**config.mk**
```make
export PLATFORM = sky130hd
export DESIGN_NAME = cau_div_cell
export DESIGN_NICKNAME = d
export VERILOG_FILES = /design/src/hw/rtl/cau_pkg.sv /design/src/hw/rtl/cau_div_cell.sv
export SDC_FILE = /design/constraint.sdc
export NUM_CORES = 1
export LEC_CHECK = 0
export BUFFER_PORTS_ARGS = -buffer_cell sky130_fd_sc_hd__buf_4
export CORE_MARGIN = 3
export CORE_UTILIZATION = 45
export DETAILED_ROUTE_END_ITERATION = 10
export PLACE_DENSITY = 0.74
export RECOVER_POWER = 25
export SYNTH_ARGS = -nofsm -noshare
export SYNTH_HDL_FRONTEND = slang
export SYNTH_SLANG_ARGS = --single-unit
```
**constraint.sdc**
```tcl
create_clock -name clk -period 10.6 [get_ports clk]
set_input_delay 2.12 -clock clk [delete_from_list [all_inputs] [get_ports clk]]
set_output_delay 2.12 -clock clk [all_outputs]
set_load 0.02 [all_outputs]
```
**src/hw/rtl/cau_pkg.sv**
```systemverilog
`timescale 1ns / 1ps
`default_nettype none

package cau_pkg;

    localparam int W  = 32;
    localparam int F  = 16;
    localparam int PW = 2 * W;
    localparam int SW = PW + 2;
    localparam int MW = SW - 1;
    localparam int QB = W + 1;
    localparam int XW = MW + F;
    localparam int RW = MW + 1;

    typedef enum logic [1:0] {
        CMD_ADD = 2'd0,
        CMD_SUB = 2'd1,
        CMD_MUL = 2'd2,
        CMD_DIV = 2'd3
    } cmd_t;

    typedef enum logic [1:0] {
        ST_OK       = 2'd0,
        ST_DIV_ZERO = 2'd1,
        ST_OVERFLOW = 2'd2
    } status_t;

    typedef struct packed {
        logic [1:0]          command;
        logic signed [W-1:0] a_real;
        logic signed [W-1:0] a_imag;
        logic signed [W-1:0] b_real;
        logic signed [W-1:0] b_imag;
    } req_t;

    typedef struct packed {
        logic signed [W-1:0] res_real;
        logic signed [W-1:0] res_imag;
        logic [1:0]          status;
    } rsp_t;

    typedef struct packed {
        cmd_t          cmd;
        logic          neg_r;
        logic          neg_i;
        logic [MW-1:0] mag_r;
        logic [MW-1:0] mag_i;
        logic [MW-1:0] den;
    } front_t;

    typedef struct packed {
        cmd_t          cmd;
        logic          neg_r;
        logic          neg_i;
        logic [MW-1:0] mag_r;
        logic [MW-1:0] mag_i;
        logic          den_zero;
    } side_t;

    typedef struct packed {
        logic [RW-1:0] rem;
        logic [QB-1:0] xb;
        logic [QB-1:0] quo;
        logic          ovf;
        logic [MW-1:0] den;
    } lane_t;

    typedef struct packed {
        logic         sat;
        logic [W-1:0] word;
    } enc_t;

    function automatic logic [MW-1:0] abs_mag(input logic signed [SW-1:0] v);
        logic [SW-1:0] u;
        u = v[SW-1] ? SW'(-v) : SW'(v);
        return u[MW-1:0];
    endfunction

    function automatic enc_t encode(input logic neg, input logic [MW-1:0] mag,
                                    input logic ovf);
        logic [MW-1:0] limit;
        logic [MW-1:0] m;
        enc_t          e;
        limit  = neg ? (MW'(1) << (W - 1)) : ((MW'(1) << (W - 1)) - MW'(1));
        e.sat  = ovf || (mag > limit);
        m      = e.sat ? limit : mag;
        e.word = neg ? (~m[W-1:0] + W'(1)) : m[W-1:0];
        return e;
    endfunction

endpackage

`default_nettype wire

```
**src/hw/rtl/cau_div_cell.sv**
```systemverilog
`timescale 1ns / 1ps
`default_nettype none

module cau_div_cell
    import cau_pkg::*;
(
    input  wire logic  clk,
    input  wire logic  en,
    input  wire lane_t lane_in,
    output lane_t      lane_out
);

    lane_t         lane_reg;
    lane_t         lane_next;
    logic [RW-1:0] r2;
    logic [RW-1:0] d2;
    logic          ge;

    // one restoring quotient bit per cell
    always_comb
    begin
        r2             = {lane_in.rem[RW-2:0], lane_in.xb[QB-1]};
        d2             = {1'b0, lane_in.den};
        ge             = r2 >= d2;
        lane_next      = lane_in;
        lane_next.rem  = ge ? (r2 - d2) : r2;
        lane_next.xb   = {lane_in.xb[QB-2:0], 1'b0};
        lane_next.quo  = {lane_in.quo[QB-2:0], ge};
    end

    always_ff @(posedge clk)
    begin
        if (en)
        begin
            lane_reg <= lane_next;
        end
    end

    assign lane_out = lane_reg;

endmodule

`default_nettype wire

```
==> flow_summary.json <==
{
  "start_util": 0.460,
  "tightest_slew_ps": 3870,
  "power_frac_comb": 0.279,
  "drt_first_pass_iters": 5,
  "cts_made_buffers": 17,
  "hold_path_end": "lane_out[106]$_DFFE_PP_",
  "synthDistinctLibCells": 62,
  "drive_above_1_share": 0.299,
  "synth.yosys.warnings": 0,
  "area_growth_pct": 34.7,
  "postLayoutCellArea_mm2": 0.0146,
  "floorplan.rows": 56,
  "yosysMostFrequentCell": "sky130_fd_sc_hd__edfxtp_1",
  "timing.critical_path.to_type": "flip-flop",
  "io_buffers": 394,
  "synth_enable_flop_cells": 197,
  "route.detailed.wl_per_inst_um": 19.3,
  "vdd_drop_max_v": 0.0000879,
  "final_core_utilization": 0.620,
  "unrepaired_setup_endpoints_after_global_routing": "false",
  "critical_path_arrival_ps": 6670,
  "internal_power_w": 0.00154,
  "yosys_register_bits": 197,
  "area_taken_by_multi_input_logic_gates_mm2": 0.00449,
  "sinks_on_clock_net": 197,
  "clk_transition_reported_paths_ps": 90,
  "path_cells": "clkbuf_1, ha_1, inv_1, fa_1, a21o_1, a221o_1, a2bb2oi_1, a211oi_1, a211o_1, a211o_1, a21oi_4, buf_4, inv_2, mux2_4",
  "cts_post_setup_buffers_inserted": 0,
  "critPathTopFamily": "compound AO/OA/AOI/OAI gates",
  "crit_top_cell": "sky130_fd_sc_hd__a211o_1",
  "final_sum_of_negative_setup_slack_ps": 0,
  "core_mm2": 0.0235,
  "post_synth_inst_count": 1003,
  "outcome": "complete, but fails checks",
  "routed-via-count": 9298,
  "final_nets": 1653,
  "cp.buffers_inverters": 4,
  "power_switching_share": 0.325,
  "die-height_um": 161,
  "dieArea_mm2": 0.0260,
  "synth_ff_type": "sky130_fd_sc_hd__edfxtp_1",
  "hold_class": "in2reg",
  "fmaxAchievable_ghz": 0.154,
  "max_slew_margin": -1.58,
  "cts_hold_repair.buffers": 0,
  "maximum_number_of_pins_on_one_net_before_global_route_repair": 97,
  "min_period_ps": 6480,
  "synth_top_area_cell": "sky130_fd_sc_hd__edfxtp_1",
  "first_pass_grt_wire_length_um": 49900,
  "groute.usage.overall": 0.245,
  "cellLeakagePower_nw": 6.27,
  "dpl_cell_area_mm2": 0.0141,
  "timing.final.hold_violations": 0,
  "largest_register_ff_count": 197,
  "total_of_endpoints_with_negative_setup_slack_in_the_final_report": 0,
  "cts.root.buffer_cell": "sky130_fd_sc_hd__clkbuf_16",
  "critical_path.max_fanout": 96,
  "worst_path_max_delay_cell": "sky130_fd_sc_hd__buf_4",
  "maxCapViolCount": 1,
  "floorplan.io_pins": 398,
  "width_of_the_die_um": 161,
  "post_layout_nonfiller_instances": 1720,
  "ctsHtreeMaxLevel": 4,
  "ys_top_cells_by_count": "197 x sky130_fd_sc_hd__edfxtp_1, 122 x sky130_fd_sc_hd__nand2_1, 89 x sky130_fd_sc_hd__o21ai_0",
  "fillerInstances": 2026,
  "gr-total-overflow": 0,
  "power.sequential.fraction": 0.430,
  "final_min_period_over_clock_period": 0.611,
  "drt.antenna.violating_nets": 0,
  "vias_per_cell": 5.41,
  "syn_area_mm2": 0.0108,
  "synthDominantCellAreaShare": 0.546,
  "routed_wl_um": 33100,
  "power_switching_w": 0.000744,
  "final_max_slew_violation_count": 71,
  "cp_slowest_stage_delay_ps": 780,
  "seq_area_frac_synth": 0.546,
  "worst-endpoint-required_ps": 10790,
  "fraction_of_power_consumed_by_the_clock_network": 0.291,
  "synth.area.top_cells": "sky130_fd_sc_hd__edfxtp_1 55%, sky130_fd_sc_hd__ha_1 7.5%, sky130_fd_sc_hd__nand2_1 4.2%",
  "violations": "capacitance limit, slew limit",
  "startpoint_type": "input port",
  "report.power.total_w": 0.00229,
  "tritoncts": "built",
  "synth_fp_nets": 1269,
  "initial_antenna_violation_count": 1,
  "cts_buffer_depth": 2,
  "worstHoldStart": "lane_in[105]",
  "seq_area_mm2": 0.00592,
  "drc": 0,
  "hpwl_um": 26200,
  "drtIter0Drc": 662,
  "synthesis.area_per_instance_um2": 10.8,
  "place_congestion": 0.902,
  "place_inst": 1687,
  "hold_depth": 1,
  "via_count_of_the_first_global_routing_pass": 9004,
  "worstSetupPathType": "in2reg",
  "synthArstFlopShare": 0,
  "ctsResizeCount": 0,
  "power_per_cell_area_mw_per_mm2": 157
}
-- cell usage in the layout (no fill, tap or decap), types with 28 or more instances in the layout --
master	Yosys	routed
sky130_fd_sc_hd__a21oi_1	87	87
sky130_fd_sc_hd__buf_4	2	268
sky130_fd_sc_hd__clkbuf_4	0	106
sky130_fd_sc_hd__edfxtp_1	197	197
sky130_fd_sc_hd__ha_1	65	65
sky130_fd_sc_hd__inv_1	74	74
sky130_fd_sc_hd__nand2_1	122	122
sky130_fd_sc_hd__nor2_1	43	43
sky130_fd_sc_hd__o21ai_0	89	89
sky130_fd_sc_hd__xnor2_1	28	28
sky130_fd_sc_hd__xor2_1	30	30
-- area by class of cell --
cell class / instances / share of cell area
clock buffers: 17 / 0.0291
flip-flops and latches: 197 / 0.405
clock inverters: 15 / 0.0123
well taps: 319 / 0.0273
inverters: 75 / 0.0193
repair buffers: 399 / 0.199
multi-input cells: 697 / 0.308
diodes: 1 / 0.000171
-- power by group through the flow --
stage                     sequential, W  combinational, W  clock, W
after floorplan                 0.00111          0.000251         0
after global placement         0.000997          0.000634         0
after detailed placement       0.000999          0.000642         0
after CTS                      0.000983          0.000644  0.000680
after global routing           0.000993          0.000688  0.000708
final                          0.000983          0.000638  0.000666
-- cells by family after synthesis --
group | Yosys count | share of synthesized area
AOI/OAI and AO/OA | 300 | 0.170
and+or+nand+nor | 268 | 0.115
DFF | 197 | 0.546
buffers and inverters | 109 | 0.0398
adders and majority gates | 66 | 0.0769
xor gates and xnor gates | 58 | 0.0469
muxes | 4 | 0.00473
other | 1 | 0.000346
-- how the worst max path moves through the flow --
stage,start,endpoint,slack (ps),depth (start not counted)
2_1_floorplan,lane_in[131],lane_out[144]$_DFFE_PP_,5500,14
3_3_place_gp,lane_in[131],lane_out[149]$_DFFE_PP_,3760,15
3_5_place_dp,lane_in[131],lane_out[144]$_DFFE_PP_,3700,15
4_1_cts,lane_in[131],lane_out[144]$_DFFE_PP_,4150,15
5_1_grt,lane_in[0],lane_out[144]$_DFFE_PP_,3820,14
6_report,lane_in[0],lane_out[144]$_DFFE_PP_,4120,14
-- metrics by stage --
step | hold WS, ps | setup slack, ps
after global placement | 2300 | 3760
after global routing | 1840 | 3820
final | 1870 | 4120
after detailed placement | 2300 | 3700
after CTS | 1830 | 4150
after floorplan | 2220 | 5500
-- per-layer routing --
metal | up-vias | GRT usage | part of all wire
met3 | 52 | 0.0646 | 0.090
met4 | 0 | 0.0868 | 0.028
met1 | 4365 | 0.303 | 0.40
met2 | 396 | 0.416 | 0.49
met5 | - | 0 | 0
li1 | 4485 | - | -
(Power assumes the default switching activity.)
